**src/hdl/frse_pkg.sv**
```systemverilog
`timescale 1ns / 1ps
`default_nettype none

package frse_pkg;

    // field widths fixed by the stream format
    localparam int DATA_W      = 32;
    localparam int INDEX_W     = 4;
    localparam int POINTS_W    = 5;
    localparam int CFG_INDEX_W = 2;
    localparam int S_TDATA_W   = 104;
    localparam int M_TDATA_W   = 40;

    localparam int DEFAULT_MAX_POINTS    = 16;
    localparam int DEFAULT_FRACTION_BITS = 28;
    localparam int MIN_POINTS            = 3;

    // register map
    localparam logic [CFG_INDEX_W-1:0] REG_DIFFUSION = 2'd0;
    localparam logic [CFG_INDEX_W-1:0] REG_ADVECTION = 2'd1;
    localparam logic [CFG_INDEX_W-1:0] REG_POINTS    = 2'd2;

    localparam logic signed [DATA_W-1:0] DIFFUSION_RESET = 32'sd89478485;
    localparam logic signed [DATA_W-1:0] ADVECTION_RESET = -32'sd40265318;
    localparam logic [POINTS_W-1:0]      POINTS_RESET    = 5'd11;

    // multiplier: 32-bit operand times one 20-bit slice of a 36-bit operand
    localparam int SPLIT_W = 16;
    localparam int OPB_W   = 36;
    localparam int PART_W  = OPB_W - SPLIT_W;
    localparam int PROD_W  = DATA_W + PART_W;
    localparam int ACC_W   = 54;

    // microprogram
    localparam int PC_W = 5;
    localparam logic [PC_W-1:0] PC_WAIT  = 5'd0;
    localparam logic [PC_W-1:0] PC_FILL  = 5'd1;
    localparam logic [PC_W-1:0] PC_POINT = 5'd6;

    typedef enum logic [1:0] {
        SEQ_NEXT,
        SEQ_WAIT,
        SEQ_LOOP,
        SEQ_HOME
    } seq_op_t;

    typedef enum logic [1:0] {
        MA_C,
        MA_KD,
        MA_SQ,
        MA_KA
    } mul_a_t;

    typedef enum logic [1:0] {
        MB_C,
        MB_LAP,
        MB_DIF,
        MB_G
    } mul_b_t;

    typedef enum logic [1:0] {
        ACC_NONE,
        ACC_LOW,
        ACC_HIGH
    } acc_op_t;

    typedef enum logic [2:0] {
        WR_NONE,
        WR_SQ,
        WR_D,
        WR_G,
        WR_A
    } wr_dest_t;

    typedef enum logic [1:0] {
        EM_NONE,
        EM_LEFT,
        EM_POINT,
        EM_RIGHT
    } emit_t;

    typedef struct packed {
        seq_op_t          seq;
        logic [PC_W-1:0]  target;
        logic             rd;
        logic             shift;
        logic             clr_flag;
        logic             mul_en;
        logic             mul_hi;
        mul_a_t           mul_a;
        mul_b_t           mul_b;
        acc_op_t          acc;
        wr_dest_t         wr;
        emit_t            emit;
    } uword_t;

    typedef struct packed {
        logic     start;
        logic     load;
        logic     rd;
        logic     shift;
        logic     clr_flag;
        logic     mul_en;
        logic     mul_hi;
        mul_a_t   mul_a;
        mul_b_t   mul_b;
        acc_op_t  acc;
        wr_dest_t wr;
        emit_t    emit;
    } dp_ctrl_t;

endpackage

`default_nettype wire

```
**src/hdl/frse_ucode_rom.sv**
```systemverilog
`timescale 1ns / 1ps
`default_nettype none

module frse_ucode_rom (
    input  wire logic [frse_pkg::PC_W-1:0] pc,
    output frse_pkg::uword_t               word
);
    import frse_pkg::*;

    localparam uword_t NOP_WORD = '{
        seq:      SEQ_NEXT,
        target:   PC_WAIT,
        rd:       1'b0,
        shift:    1'b0,
        clr_flag: 1'b0,
        mul_en:   1'b0,
        mul_hi:   1'b0,
        mul_a:    MA_C,
        mul_b:    MB_C,
        acc:      ACC_NONE,
        wr:       WR_NONE,
        emit:     EM_NONE
    };

    // per point: sq = c*c, d = kd*lap, g = sq*dif, a = ka*g, each as a low
    // slice product then a high slice product folded into the accumulator
    always_comb begin
        word = NOP_WORD;
        case (pc)
            PC_WAIT: begin
                word.seq = SEQ_WAIT;
            end
            PC_FILL: begin
                word.rd = 1'b1;
            end
            PC_FILL + 5'd1: begin
                word.rd    = 1'b1;
                word.shift = 1'b1;
            end
            PC_FILL + 5'd2: begin
                word.rd    = 1'b1;
                word.shift = 1'b1;
            end
            PC_FILL + 5'd3: begin
                word.shift = 1'b1;
            end
            PC_FILL + 5'd4: begin
                word.emit = EM_LEFT;
            end
            PC_POINT: begin
                word.rd       = 1'b1;
                word.clr_flag = 1'b1;
                word.mul_en   = 1'b1;
                word.mul_a    = MA_C;
                word.mul_b    = MB_C;
            end
            PC_POINT + 5'd1: begin
                word.mul_en = 1'b1;
                word.mul_hi = 1'b1;
                word.mul_a  = MA_C;
                word.mul_b  = MB_C;
                word.acc    = ACC_LOW;
            end
            PC_POINT + 5'd2: begin
                word.mul_en = 1'b1;
                word.mul_a  = MA_KD;
                word.mul_b  = MB_LAP;
                word.acc    = ACC_HIGH;
            end
            PC_POINT + 5'd3: begin
                word.mul_en = 1'b1;
                word.mul_hi = 1'b1;
                word.mul_a  = MA_KD;
                word.mul_b  = MB_LAP;
                word.acc    = ACC_LOW;
                word.wr     = WR_SQ;
            end
            PC_POINT + 5'd4: begin
                word.acc = ACC_HIGH;
            end
            PC_POINT + 5'd5: begin
                word.wr     = WR_D;
                word.mul_en = 1'b1;
                word.mul_a  = MA_SQ;
                word.mul_b  = MB_DIF;
            end
            PC_POINT + 5'd6: begin
                word.mul_en = 1'b1;
                word.mul_hi = 1'b1;
                word.mul_a  = MA_SQ;
                word.mul_b  = MB_DIF;
                word.acc    = ACC_LOW;
            end
            PC_POINT + 5'd7: begin
                word.acc = ACC_HIGH;
            end
            PC_POINT + 5'd8: begin
                word.wr = WR_G;
            end
            PC_POINT + 5'd9: begin
                word.mul_en = 1'b1;
                word.mul_a  = MA_KA;
                word.mul_b  = MB_G;
            end
            PC_POINT + 5'd10: begin
                word.mul_en = 1'b1;
                word.mul_hi = 1'b1;
                word.mul_a  = MA_KA;
                word.mul_b  = MB_G;
                word.acc    = ACC_LOW;
            end
            PC_POINT + 5'd11: begin
                word.acc = ACC_HIGH;
            end
            PC_POINT + 5'd12: begin
                word.wr = WR_A;
            end
            PC_POINT + 5'd13: begin
                word.emit   = EM_POINT;
                word.shift  = 1'b1;
                word.seq    = SEQ_LOOP;
                word.target = PC_POINT;
            end
            PC_POINT + 5'd14: begin
                word.emit   = EM_RIGHT;
                word.seq    = SEQ_HOME;
                word.target = PC_WAIT;
            end
            default: begin
                word.seq    = SEQ_HOME;
                word.target = PC_WAIT;
            end
        endcase
    end

endmodule

`default_nettype wire

```
**src/hdl/frse_sequencer.sv**
```systemverilog
`timescale 1ns / 1ps
`default_nettype none

module frse_sequencer #(
    parameter int MAX_POINTS = frse_pkg::DEFAULT_MAX_POINTS
) (
    input  wire logic                                aclk,
    input  wire logic                                aresetn,
    input  wire logic                                s_tvalid,
    input  wire logic                                s_action,
    output logic                                     s_tready,
    input  wire logic [frse_pkg::POINTS_W-1:0]       points_in_use,
    input  wire logic                                out_free,
    output frse_pkg::dp_ctrl_t                       ctrl,
    output logic [$clog2(MAX_POINTS+1)-1:0]          row_pos,
    output logic [$clog2(MAX_POINTS+1)-1:0]          rd_addr
);
    import frse_pkg::*;

    localparam int CNT_W = $clog2(MAX_POINTS + 1);
    localparam int CMP_W = (CNT_W > POINTS_W ? CNT_W : POINTS_W) + 1;

    logic [PC_W-1:0]  pc_reg, pc_next;
    logic [CNT_W-1:0] pt_reg, pt_next;
    logic [CNT_W:0]   rd_ptr_reg, rd_ptr_next;

    uword_t           word;
    logic             s_fire;
    logic             adv;
    logic             more;
    logic [CMP_W-1:0] pin_ext;
    logic [CMP_W-1:0] n_eff;

    frse_ucode_rom u_rom (
        .pc   (pc_reg),
        .word (word)
    );

    always_comb begin
        pin_ext = CMP_W'(points_in_use);
        if (pin_ext < CMP_W'(MIN_POINTS)) begin
            n_eff = CMP_W'(MIN_POINTS);
        end else if (pin_ext > CMP_W'(MAX_POINTS)) begin
            n_eff = CMP_W'(MAX_POINTS);
        end else begin
            n_eff = pin_ext;
        end
    end

    assign s_tready = (word.seq == SEQ_WAIT);
    assign s_fire   = s_tvalid && s_tready;
    assign more     = (CMP_W'(pt_reg) + CMP_W'(2)) < n_eff;

    // an emit step holds until the output register can take the transaction
    always_comb begin
        if (word.seq == SEQ_WAIT) begin
            adv = s_fire && s_action;
        end else begin
            adv = (word.emit == EM_NONE) || out_free;
        end
    end

    always_comb begin
        pc_next     = pc_reg;
        pt_next     = pt_reg;
        rd_ptr_next = rd_ptr_reg;
        if (adv) begin
            case (word.seq)
                SEQ_WAIT: begin
                    pc_next     = pc_reg + PC_W'(1);
                    pt_next     = CNT_W'(1);
                    rd_ptr_next = '0;
                end
                SEQ_LOOP: begin
                    if (more) begin
                        pc_next = word.target;
                        pt_next = pt_reg + CNT_W'(1);
                    end else begin
                        pc_next = pc_reg + PC_W'(1);
                    end
                end
                SEQ_HOME: begin
                    pc_next = word.target;
                end
                default: begin
                    pc_next = pc_reg + PC_W'(1);
                end
            endcase
            if (word.rd) begin
                rd_ptr_next = rd_ptr_reg + (CNT_W + 1)'(1);
            end
        end
    end

    always_ff @(posedge aclk) begin
        if (!aresetn) begin
            pc_reg     <= PC_WAIT;
            pt_reg     <= CNT_W'(1);
            rd_ptr_reg <= '0;
        end else begin
            pc_reg     <= pc_next;
            pt_reg     <= pt_next;
            rd_ptr_reg <= rd_ptr_next;
        end
    end

    always_comb begin
        case (word.emit)
            EM_POINT: row_pos = pt_reg;
            EM_RIGHT: row_pos = CNT_W'(n_eff - CMP_W'(1));
            default:  row_pos = '0;
        endcase
    end

    assign rd_addr = rd_ptr_reg[CNT_W-1:0];

    always_comb begin
        ctrl.start    = s_fire && s_action;
        ctrl.load     = s_fire && !s_action;
        ctrl.rd       = adv && word.rd;
        ctrl.shift    = adv && word.shift;
        ctrl.clr_flag = adv && word.clr_flag;
        ctrl.mul_en   = adv && word.mul_en;
        ctrl.mul_hi   = word.mul_hi;
        ctrl.mul_a    = word.mul_a;
        ctrl.mul_b    = word.mul_b;
        ctrl.acc      = adv ? word.acc : ACC_NONE;
        ctrl.wr       = adv ? word.wr : WR_NONE;
        ctrl.emit     = adv ? word.emit : EM_NONE;
    end

    a_point_interior: assert property (@(posedge aclk) disable iff (!aresetn)
        (word.emit == EM_POINT) |->
            (pt_reg != '0) && (CMP_W'(pt_reg) + CMP_W'(2) <= CMP_W'(MAX_POINTS)))
        else $error("interior point counter out of range");

    a_rd_bound: assert property (@(posedge aclk) disable iff (!aresetn)
        (CMP_W'(rd_ptr_reg) <= CMP_W'(MAX_POINTS + 1)))
        else $error("row read pointer ran past the row");

    a_step_starts_fill: assert property (@(posedge aclk) disable iff (!aresetn)
        (s_tvalid && s_tready && s_action) |=> (pc_reg == PC_FILL))
        else $error("step transaction did not start the row fetch");

endmodule

`default_nettype wire

```
**src/hdl/frse_datapath.sv**
```systemverilog
`timescale 1ns / 1ps
`default_nettype none

module frse_datapath #(
    parameter int MAX_POINTS    = frse_pkg::DEFAULT_MAX_POINTS,
    parameter int FRACTION_BITS = frse_pkg::DEFAULT_FRACTION_BITS
) (
    input  wire logic                                 aclk,
    input  wire logic                                 aresetn,
    input  wire frse_pkg::dp_ctrl_t                   ctrl,
    input  wire logic [$clog2(MAX_POINTS+1)-1:0]      row_pos,
    input  wire logic [$clog2(MAX_POINTS+1)-1:0]      rd_addr,
    input  wire logic [frse_pkg::INDEX_W-1:0]         point_index,
    input  wire logic signed [frse_pkg::DATA_W-1:0]   load_value,
    input  wire logic signed [frse_pkg::DATA_W-1:0]   left_boundary,
    input  wire logic signed [frse_pkg::DATA_W-1:0]   right_boundary,
    input  wire logic signed [frse_pkg::DATA_W-1:0]   diffusion_gain,
    input  wire logic signed [frse_pkg::DATA_W-1:0]   advection_gain,
    output logic                                      out_free,
    output logic                                      m_tvalid,
    input  wire logic                                 m_tready,
    output logic [frse_pkg::INDEX_W-1:0]              out_index,
    output logic signed [frse_pkg::DATA_W-1:0]        out_value,
    output logic                                      saturated,
    output logic                                      last_point
);
    import frse_pkg::*;

    localparam int IDX_W  = $clog2(MAX_POINTS);
    localparam int PIDX_W = (IDX_W > INDEX_W ? IDX_W : INDEX_W) + 1;
    localparam int SHIFT  = FRACTION_BITS - SPLIT_W;

    localparam logic signed [ACC_W-1:0] ROUND_HALF = ACC_W'(64'sd1 <<< (FRACTION_BITS - 1));
    localparam logic signed [ACC_W-1:0] SAT_HI = ACC_W'((64'sd1 <<< (DATA_W - 1)) - 64'sd1);
    localparam logic signed [ACC_W-1:0] SAT_LO = ~SAT_HI;

    logic signed [DATA_W-1:0] row_mem [MAX_POINTS];

    logic signed [DATA_W-1:0] rd_q_reg;
    logic signed [DATA_W-1:0] p_reg, c_reg, n_reg;
    logic signed [DATA_W-1:0] sq_reg, d_reg, g_reg, a_reg;
    logic signed [DATA_W-1:0] left_reg, right_reg;
    logic signed [PROD_W-1:0] prod_reg;
    logic signed [ACC_W-1:0]  acc_reg;
    logic                     flag_reg;

    logic                     m_valid_reg;
    logic [INDEX_W-1:0]       m_index_reg;
    logic signed [DATA_W-1:0] m_value_reg;
    logic                     m_sat_reg;
    logic                     m_last_reg;

    logic signed [DATA_W-1:0] op_a;
    logic signed [OPB_W-1:0]  op_b, lap, dif;
    logic signed [PART_W-1:0] op_part;
    logic signed [ACC_W-1:0]  acc_shifted, sum;
    logic [DATA_W:0]          wr_sat, pt_sat;
    logic signed [DATA_W-1:0] emit_val;
    logic                     emit_sat;
    logic                     emit_last;
    logic [PIDX_W-1:0]        pidx_ext;
    logic                     load_ok;

    function automatic logic [DATA_W:0] sat_word(input logic signed [ACC_W-1:0] x);
        logic [DATA_W:0] r;
        if (x > SAT_HI) begin
            r = {1'b1, SAT_HI[DATA_W-1:0]};
        end else if (x < SAT_LO) begin
            r = {1'b1, SAT_LO[DATA_W-1:0]};
        end else begin
            r = {1'b0, x[DATA_W-1:0]};
        end
        return r;
    endfunction

    // stencil terms, exact in 36 bits
    assign lap = OPB_W'(p_reg) - (OPB_W'(c_reg) <<< 1) + OPB_W'(n_reg);
    assign dif = OPB_W'(n_reg) - OPB_W'(p_reg);

    always_comb begin
        case (ctrl.mul_a)
            MA_C:    op_a = c_reg;
            MA_KD:   op_a = diffusion_gain;
            MA_SQ:   op_a = sq_reg;
            MA_KA:   op_a = advection_gain;
            default: op_a = c_reg;
        endcase
        case (ctrl.mul_b)
            MB_C:    op_b = OPB_W'(c_reg);
            MB_LAP:  op_b = lap;
            MB_DIF:  op_b = dif;
            MB_G:    op_b = OPB_W'(g_reg);
            default: op_b = OPB_W'(c_reg);
        endcase
    end

    // low slice is unsigned, high slice carries the sign
    assign op_part = ctrl.mul_hi ? op_b[OPB_W-1:SPLIT_W]
                                 : {{(PART_W - SPLIT_W){1'b0}}, op_b[SPLIT_W-1:0]};

    assign acc_shifted = acc_reg >>> SHIFT;
    assign wr_sat      = sat_word(acc_shifted);
    assign sum         = ACC_W'(c_reg) + ACC_W'(d_reg) + ACC_W'(a_reg);
    assign pt_sat      = sat_word(sum);

    always_comb begin
        emit_val  = left_reg;
        emit_sat  = 1'b0;
        emit_last = 1'b0;
        case (ctrl.emit)
            EM_POINT: begin
                emit_val = pt_sat[DATA_W-1:0];
                emit_sat = flag_reg || pt_sat[DATA_W];
            end
            EM_RIGHT: begin
                emit_val  = right_reg;
                emit_last = 1'b1;
            end
            default: begin
                emit_val = left_reg;
            end
        endcase
    end

    assign pidx_ext = PIDX_W'(point_index);
    assign load_ok  = pidx_ext < PIDX_W'(MAX_POINTS);

    // row store: one write port, one registered read port
    always_ff @(posedge aclk) begin
        if (ctrl.load && load_ok) begin
            row_mem[pidx_ext[IDX_W-1:0]] <= load_value;
        end else if (ctrl.emit != EM_NONE) begin
            row_mem[row_pos[IDX_W-1:0]] <= emit_val;
        end
        if (ctrl.rd) begin
            rd_q_reg <= row_mem[rd_addr[IDX_W-1:0]];
        end
    end

    always_ff @(posedge aclk) begin
        if (ctrl.start) begin
            left_reg  <= left_boundary;
            right_reg <= right_boundary;
        end
        if (ctrl.shift) begin
            p_reg <= c_reg;
            c_reg <= n_reg;
            n_reg <= rd_q_reg;
        end
        if (ctrl.mul_en) begin
            prod_reg <= op_a * op_part;
        end
        case (ctrl.acc)
            ACC_LOW:  acc_reg <= ACC_W'(prod_reg) + ROUND_HALF;
            ACC_HIGH: acc_reg <= ACC_W'(prod_reg) + (acc_reg >>> SPLIT_W);
            default:  acc_reg <= acc_reg;
        endcase
        case (ctrl.wr)
            WR_SQ:   sq_reg <= wr_sat[DATA_W-1:0];
            WR_D:    d_reg  <= wr_sat[DATA_W-1:0];
            WR_G:    g_reg  <= wr_sat[DATA_W-1:0];
            WR_A:    a_reg  <= wr_sat[DATA_W-1:0];
            default: ;
        endcase
        if (ctrl.clr_flag) begin
            flag_reg <= 1'b0;
        end else if (ctrl.wr != WR_NONE) begin
            flag_reg <= flag_reg || wr_sat[DATA_W];
        end
        if (ctrl.emit != EM_NONE) begin
            m_index_reg <= INDEX_W'(row_pos);
            m_value_reg <= emit_val;
            m_sat_reg   <= emit_sat;
            m_last_reg  <= emit_last;
        end
    end

    always_ff @(posedge aclk) begin
        if (!aresetn) begin
            m_valid_reg <= 1'b0;
        end else if (ctrl.emit != EM_NONE) begin
            m_valid_reg <= 1'b1;
        end else if (m_tready) begin
            m_valid_reg <= 1'b0;
        end
    end

    assign out_free   = !m_valid_reg || m_tready;
    assign m_tvalid   = m_valid_reg;
    assign out_index  = m_index_reg;
    assign out_value  = m_value_reg;
    assign saturated  = m_sat_reg;
    assign last_point = m_last_reg;

    a_emit_has_room: assert property (@(posedge aclk) disable iff (!aresetn)
        (ctrl.emit != EM_NONE) |-> out_free)
        else $error("point emitted over an untaken transaction");

    a_emit_shows: assert property (@(posedge aclk) disable iff (!aresetn)
        (ctrl.emit != EM_NONE) |=> m_tvalid)
        else $error("emitted point not presented");

    a_right_is_last: assert property (@(posedge aclk) disable iff (!aresetn)
        (ctrl.emit == EM_RIGHT) |=> (last_point && !saturated))
        else $error("right boundary not marked as end of row");

endmodule

`default_nettype wire

```
**src/hdl/ftcs_row_stencil_engine.sv**
```systemverilog
`timescale 1ns / 1ps
`default_nettype none

// Explicit finite-difference row engine for u_t = A*u_xx + B*u^2*u_x in signed
// Q4.28 (FRACTION_BITS fraction bits). A load transaction (tuser 0) writes one
// point of the row store. A step transaction (tuser 1) brings the new left and
// right boundary values; the engine then walks the interior points, computing
// c + kd*(p-2c+n) + ka*c*c*(n-p) with round-half-up products and saturation,
// updates the row in place and streams out every point of the new row, index 0
// first, tlast on the final point and tuser set where any term of that point
// clipped. The row length n is points_in_use clamped to 3..MAX_POINTS; each
// interior point runs fourteen microcode steps through the single 32x20
// multiplier and its accumulator.
// Every point read must have been loaded at least once beforehand.
module ftcs_row_stencil_engine #(
    parameter int MAX_POINTS    = frse_pkg::DEFAULT_MAX_POINTS,
    parameter int FRACTION_BITS = frse_pkg::DEFAULT_FRACTION_BITS
) (
    input  wire logic                                  aclk,
    input  wire logic                                  aresetn,
    input  wire logic                                  s_tvalid,
    output logic                                       s_tready,
    // point_index, load_value, left_boundary, right_boundary, zero pad
    input  wire logic [frse_pkg::S_TDATA_W-1:0]        s_tdata,
    // action
    input  wire logic                                  s_tuser,
    output logic                                       m_tvalid,
    input  wire logic                                  m_tready,
    // out_index, out_value, zero pad
    output logic [frse_pkg::M_TDATA_W-1:0]             m_tdata,
    // saturated
    output logic                                       m_tuser,
    output logic                                       m_tlast,
    input  wire logic                                  cfg_valid,
    output logic                                       cfg_ready,
    input  wire logic [frse_pkg::CFG_INDEX_W-1:0]      cfg_index,
    input  wire logic [frse_pkg::DATA_W-1:0]           cfg_data
);
    import frse_pkg::*;

    localparam int CNT_W = $clog2(MAX_POINTS + 1);

    logic signed [DATA_W-1:0] kd_reg;
    logic signed [DATA_W-1:0] ka_reg;
    logic [POINTS_W-1:0]      points_reg;

    dp_ctrl_t                 ctrl;
    logic                     out_free;
    logic [CNT_W-1:0]         row_pos;
    logic [CNT_W-1:0]         rd_addr;
    logic [INDEX_W-1:0]       out_index;
    logic signed [DATA_W-1:0] out_value;

    assign cfg_ready = 1'b1;

    always_ff @(posedge aclk) begin
        if (!aresetn) begin
            kd_reg     <= DIFFUSION_RESET;
            ka_reg     <= ADVECTION_RESET;
            points_reg <= POINTS_RESET;
        end else if (cfg_valid && cfg_ready) begin
            case (cfg_index)
                REG_DIFFUSION: kd_reg     <= cfg_data;
                REG_ADVECTION: ka_reg     <= cfg_data;
                REG_POINTS:    points_reg <= cfg_data[POINTS_W-1:0];
                default:       ;
            endcase
        end
    end

    frse_sequencer #(
        .MAX_POINTS (MAX_POINTS)
    ) u_seq (
        .aclk          (aclk),
        .aresetn       (aresetn),
        .s_tvalid      (s_tvalid),
        .s_action      (s_tuser),
        .s_tready      (s_tready),
        .points_in_use (points_reg),
        .out_free      (out_free),
        .ctrl          (ctrl),
        .row_pos       (row_pos),
        .rd_addr       (rd_addr)
    );

    frse_datapath #(
        .MAX_POINTS    (MAX_POINTS),
        .FRACTION_BITS (FRACTION_BITS)
    ) u_dp (
        .aclk           (aclk),
        .aresetn        (aresetn),
        .ctrl           (ctrl),
        .row_pos        (row_pos),
        .rd_addr        (rd_addr),
        .point_index    (s_tdata[INDEX_W-1:0]),
        .load_value     (s_tdata[INDEX_W+DATA_W-1:INDEX_W]),
        .left_boundary  (s_tdata[INDEX_W+2*DATA_W-1:INDEX_W+DATA_W]),
        .right_boundary (s_tdata[INDEX_W+3*DATA_W-1:INDEX_W+2*DATA_W]),
        .diffusion_gain (kd_reg),
        .advection_gain (ka_reg),
        .out_free       (out_free),
        .m_tvalid       (m_tvalid),
        .m_tready       (m_tready),
        .out_index      (out_index),
        .out_value      (out_value),
        .saturated      (m_tuser),
        .last_point     (m_tlast)
    );

    assign m_tdata = {{(M_TDATA_W - INDEX_W - DATA_W){1'b0}}, out_value, out_index};

endmodule

`default_nettype wire
```
**config.mk**
```make
export PLATFORM = sky130hd
export DESIGN_NAME = ftcs_row_stencil_engine
export DESIGN_NICKNAME = d
export VERILOG_FILES = /design/src/hdl/frse_pkg.sv /design/src/hdl/frse_ucode_rom.sv /design/src/hdl/frse_sequencer.sv /design/src/hdl/frse_datapath.sv /design/src/hdl/ftcs_row_stencil_engine.sv
export SDC_FILE = /design/constraint.sdc
export NUM_CORES = 2
export LEC_CHECK = 0
export BUFFER_PORTS_ARGS = -buffer_cell sky130_fd_sc_hd__buf_2
export CAP_MARGIN = 30
export CORE_ASPECT_RATIO = 1.4
export CORE_UTILIZATION = 45
export CTS_BUF_LIST = sky130_fd_sc_hd__clkbuf_16
export DETAILED_ROUTE_END_ITERATION = 12
export PLACE_DENSITY = 0.68
export SYNTH_ARGS = -nofsm -noshare
export SYNTH_HDL_FRONTEND = slang
export SYNTH_SLANG_ARGS = --single-unit
```
**constraint.sdc**
```tcl
create_clock -name aclk -period 21.1 [get_ports aclk]
set_input_delay 4.22 -clock aclk [delete_from_list [all_inputs] [get_ports aclk]]
set_output_delay 4.22 -clock aclk [all_outputs]
set_load 0.03 [all_outputs]
```
* Word level (Yosys, flattened, before mapping) *
Memories as Yosys holds them, arrays and structs flattened. A register that Yosys moved wholly into a read port is not among the register bits.
Index checks and enable logic that the tools add are counted.

cells by class
  mux-type cells = 44
  reduce and logical (&&, ||, !) cells = 40
  equality and inequality tests = 42
  add/subtract/negate cells = 12
  $mul = 1
  $lt $le $gt $ge = 8

operators by type and width
  cell                    number
  $pmux 36 s4             1
  $mux 33                 4
  $pmux 32 s4             1
  $pmux 54 s2             1
  $pmux 32 s2             1
  $gt 54x32->1 const B    1
  $lt 54x32->1 const B    1
  $add 52x29->53 const B  1
  $add 52x38->53          1
  $mul 32x20->52          1
  $gt 42x32->1 const B    1
  $lt 42x32->1 const B    1
  $eq 5x4->1 const B      8
  $add 34x32->35          1
  $add 33x32->34          1
  $sub 32x33->34          1
  $add 32x32->33          1
  $sub 32x32->33          1
  $mux 32                 1
  $reduce_or 32->1        1
  $eq 5x5->1 const B      5
  $eq 2x2->1 const B      12
  $eq 5x3->1 const B      4
  $mux 20                 1
  40 further kinds        95

word-level totals
  output and inout port bits = 45
  input port bits = 144
  bits in registers = 519
  memories = 1
  logic and storage cells = 171
  RAM bits = 512

memory list
  name          depth  width  read ports  clocked after memory_dff  wr ports  RTL line             source
  u_dp.row_mem  16     32     1           1                         1         frse_datapath.sv:37  logic signed [DATA_W-1:0] row_mem [MAX_POINTS];

* Longest topological paths before layout *
  depth after elaboration = 14
  mapped depth = 43
  mapped depth without buffers = 41

* Modules after synthesis *
Synthesis repeated with hierarchy kept, for this count alone.

unflattened totals
  cell total of the unflattened synthesis = 6,349
  area total of the unflattened synthesis = 74,377.6 um^2

modules (own cells, without submodules)
  module                   seq. area each (um^2)  instances  area an instance (um^2)  cells an instance
  frse_datapath            28,957.8               1          69,887.0                 5,831
  ftcs_row_stencil_engine  1,381.3                1          2,885.3                  296
  frse_sequencer           300.3                  1          1,189.9                  157
  frse_ucode_rom           0.0                    1          415.4                    65

* Worst setup path before layout *
OpenSTA, ideal clock, no wires.

  kind = input port to flip-flop
  from = input port m_tready
  to = register u_dp.c_reg[0], enable pin
  library setup time = 1,062 ps
  setup slack = 316 ps
  arrival = 19,722 ps
  buffers on the path = 1
  data required time = 20,038 ps
  stages = 5
  path through = nand2b_1 -> nor2_1 -> o21a_1 -> clkbuf_1 -> a2111oi_0

RTL lines
  item                  RTL line                       source
  start, declared       ftcs_row_stencil_engine.sv:28  input wire logic m_tready,
  end signal, assigned  frse_datapath.sv:147           c_reg <= n_reg;
  end, declared         frse_datapath.sv:40            logic signed [DATA_W-1:0] p_reg, c_reg, n_reg;

* Final worst setup path *
  from = register u_seq.pc_reg[1]
  to = register u_dp.prod_reg[41] (data pin)

between the ends
  word-level cells in the longest chain between the ends = 7
  elaborated cells on any way between the ends = 25
  those cells by class = mul: 1; eq/ne: 13; mux: 5; reduce/logical: 6

ends and longest elaborated chain
  item                                      RTL line               source
  start, declared                           frse_sequencer.sv:23   logic [PC_W-1:0] pc_reg, pc_next;
  start signal, assigned                    frse_sequencer.sv:101  pc_reg <= pc_next;
  $eq 5x5->1 or $eq 5x4->1 (tied branches)  frse_ucode_rom.sv:29   case (pc)
  $reduce_or 2->1 (no source line)          --
  $pmux 4 s3                                frse_ucode_rom.sv:29
  $eq 2x2->1 (tied with other cells)        frse_datapath.sv:88    case (ctrl.mul_b)
  $pmux 36 s4                               frse_datapath.sv:88
  $mux 20                                   frse_datapath.sv:98    assign op_part = ctrl.mul_hi ? op_b[OPB_W-1:SPLIT_W]
  $mul 32x20->52 *                          frse_datapath.sv:151   prod_reg <= op_a * op_part;
  end signal, assigned                      frse_datapath.sv:151
  end, declared                             frse_datapath.sv:43    logic signed [PROD_W-1:0] prod_reg;

Mark *: on every way between the ends. The rest lies on a longest branch, timed or not.
A chain may end at the register's enable or synchronous reset.

==> key figures <==
Detailed routing
  – Met3 wire length: 13100 um
  – Metal2 WL: 102000 um
  – DR DRC count: 0
  – 1st-pass router iterations: 7
  – Post-route ant nets: 0
  – Highest metal used: met4
  – Vias per cell: 5.72
  – DR vias: 48073
  – Met1 WL: 76600 um
  – Wire per inst: 24.1 um
  – DRT iter0 DRCs: 3867
  – WL final: 203000 um

Synthesis
  – Number of synthesized flops with an enable pin: 963
  – Syn. warnings: 0
  – Cell count after synthesis: 6100
  – Synth Flop Type: edfxtp_1
  – Syn avg cell area: about 12 um^2
  – Synth Register Bits: 1048
  – Asr flop ratio synth: 0%
  – Synth Cell Area: 72200 um^2
  – Netlist cell types: 104
  – Share of the synthesized area in the top cell type: 40.0%
  – Top cells by area, synth: edfxtp_1 40%, fa_1 19%, mux4_2 5.4%
  – Area leader, netlist: edfxtp_1
  – Post-synthesis sequential area ratio: 42.4%

Placed design
  – GP Congestion: approximately 0.96
  – Dpl hpwl: 149000 um
  – Pre-CTS setup slack: 8440 ps
  – PortBufs: between 150 and 200
  – Placed Area: between 70000 and 80000 um^2

Timing
  – Final worst slack: 8280 ps
  – Final Critical Period: 12820 ps
  – RSZ-0062 raised after global routing: no
  – Clock Skew: 92.8 ps
  – Slew HR: 29.0%
  – Worst slew pin tran: 1070 ps
  – Final period utilization: 60.8%
  – Final setup fails: 0
  – Final Hold Viols: 0
  – Setup TNS: 0 ps
  – Max Fclk: 78.0 MHz
  – Max Slew Vio Count: 0

Clocking
  – Total CTS buffers: 96
  – TritonCTS clock tree: done
  – Post-CTS Setup Inserts: 0
  – CTS Hold Bufs: 0
  – CTS sink count: 1048
  – H-tree levels: 3
  – Clk root buf: clkbuf_16
  – Clk slew on worst S/H paths: ~70 ps
  – Deepest clock path buffer count: 3
  – Clk Latency, worst-skew pair: 750 ps
  – Resize count post-CTS: 0

Worst hold path
  – Hold Crit Depth: 0
  – Worst hold start: u_dp.rd_q_reg[22]
  – Hold crit path type: reg2reg
  – Worst Hold Path EP: u_dp.n_reg[22]

Global route
  – Vias in the first global route: 50401
  – Tot GR Track Use: 25.5%
  – First-pass GRT wire length: 309000 um
  – Initial antenna violation count: 4
  – Grt total ovfl: 0
  – Largest net degree at the start of global routing: 83

Cells and area
  – Fraction of layout cells with a size suffix above 1: between 10% and 20%
  – Final Util: 49.9%
  – Number of fill cells: 13838
  – Synth-to-layout area growth: 9.84%
  – FF/Latch Area: 30600 um^2
  – Footprint of the multi-input gates: 37600 um^2
  – Post-route design area: 79300 um^2
  – Flip-flop count of the largest register after layout: 512
  – Nets: about 7400

Critical path
  – Top Family by Delay on Critical Path: adder cells
  – Worst r2r src: u_seq.pc_reg[1]
  – Worst reg2reg path depth: 33
  – WP data required: roughly 21000 ps
  – CP arrival: 13200 ps
  – Slowest-stage cell, CP: a32oi_1
  – Crit Path Class: reg2reg
  – Flop-to-flop setup slack: 8280 ps
  – Kind of end point of the critical path: flip-flop
  – Startpoint types: flip-flop
  – Crit Path Max Fanout: 47
  – Buf+Inv Stages, Crit Path: 5
  – FF-to-FF End: u_dp.prod_reg[41]
  – Slowest stage delay, CP: 720 ps
  – Top cell by count, worst path: fa_1

Floorplanning
  – Starting Density: between 40% and 50%
  – Die W: 341 um
  – Die Ht: 476 um
  – Core area: 159000 um^2
  – Number of cell rows: 173
  – IO Pins: 189
  – Die Area: about 160000 um^2

Flow run
  – MaxCap Viol Count: 0

Status
  – Status: completed
-- placed cells by master, fill, tap and decap left out, types with 99 or more instances in the layout --
master,count
edfxtp_1,963
clkbuf_16,99
xnor2_1,110
buf_2,180
nor2_1,332
a21oi_1,217
inv_1,887
nand3_1,131
o21ai_0,135
nand2_1,764
fa_1,702
ha_1,294
a21o_1,142
mux4_2,173
-- layout make-up --
type	instances	share of cell area [%]
Multi-Input combinational cell	3926	47.3
Sequential cell	1048	38.6
Inverter	876	4.15
Tap cell	2100	3.31
Clock buffer	99	3.12
Timing Repair Buffer	277	2.17
Clock inverter	83	1.30
Antenna cell	1	0.00315
-- cells in the mapped netlist (all sizes together), types with 13 or more instances --
master / count
xor2: 67
o21a: 52
a21o: 142
and2: 75
o22ai: 13
or2: 13
and3: 36
ha: 295
o31ai: 13
nand2b: 63
and4: 13
o21bai: 22
nor2: 350
mux2i: 19
o21ai: 164
a22oi: 30
dfxtp: 85
clkbuf: 154
nand2: 767
a211oi: 25
a31oi: 29
xnor2: 110
a21boi: 41
or3: 14
a21oi: 223
nor3: 35
o211ai: 35
buf: 99
a221oi: 15
mux2: 44
edfxtp: 963
nand4: 27
nand3: 131
fa: 702
inv: 875
mux4: 173
nor2b: 45
-- cell families after synthesis --
logic type | count (synthesis) | share of synthesized area [%]
AO/OA/AOI/OAI | 901 | 8.48
XOR/XNOR | 177 | 2.15
adder cells (fa/ha/maj) | 997 | 24.6
buffers and inverters | 1129 | 6.07
flip-flops | 1048 | 42.4
multiplexers | 236 | 6.34
other | 2 | 0.0104
AND/OR/NAND/NOR | 1610 | 9.99
-- through the flow --
stage / hold WS [ps] / std cells
after floorplan: 400 / 6103
after global placement: 401 / 8214
after detailed placement: 405 / 8223
after CTS: 416 / 8405
after global routing: 426 / 8410
final: 417 / 8410
-- worst max-delay path by stage --
stage | from | end | cells after the start
after detailed placement | u_seq.pc_reg[3] | u_dp.prod_reg[41] | 32
after floorplan | m_tready | u_dp.c_reg[0] | 5
after global placement | u_seq.pc_reg[3] | u_dp.prod_reg[41] | 32
final | u_seq.pc_reg[1] | u_dp.prod_reg[41] | 33
after CTS | u_seq.pc_reg[3] | u_dp.prod_reg[41] | 32
after global routing | u_seq.pc_reg[3] | u_dp.prod_reg[51] | 33
-- metal layers --
metal  up-vias  global-route usage, %
li1      21091                      -
met1     24527                   31.2
met2      1994                   44.2
met3       461                   2.95
met4         0                   13.4
met5         -                      0
-- worst register-to-register path, delay by kind of cell, from the launching register on --
| kind | cells | cell delay (ps) |
|---|---|---|
| AO/OA/AOI/OAI | 9 | 3070 |
| adder cells (fa/ha/maj) | 10 | 4600 |
| flip-flops | 1 | 360 |
| XOR/XNOR | 1 | 200 |
| buffers and inverters | 5 | 1320 |
| AND/OR/NAND/NOR | 8 | 2930 |
Power is left out: the tool's default activity adds up to more than one toggle a clock period on the data nets, which glitch-free logic cannot reach.
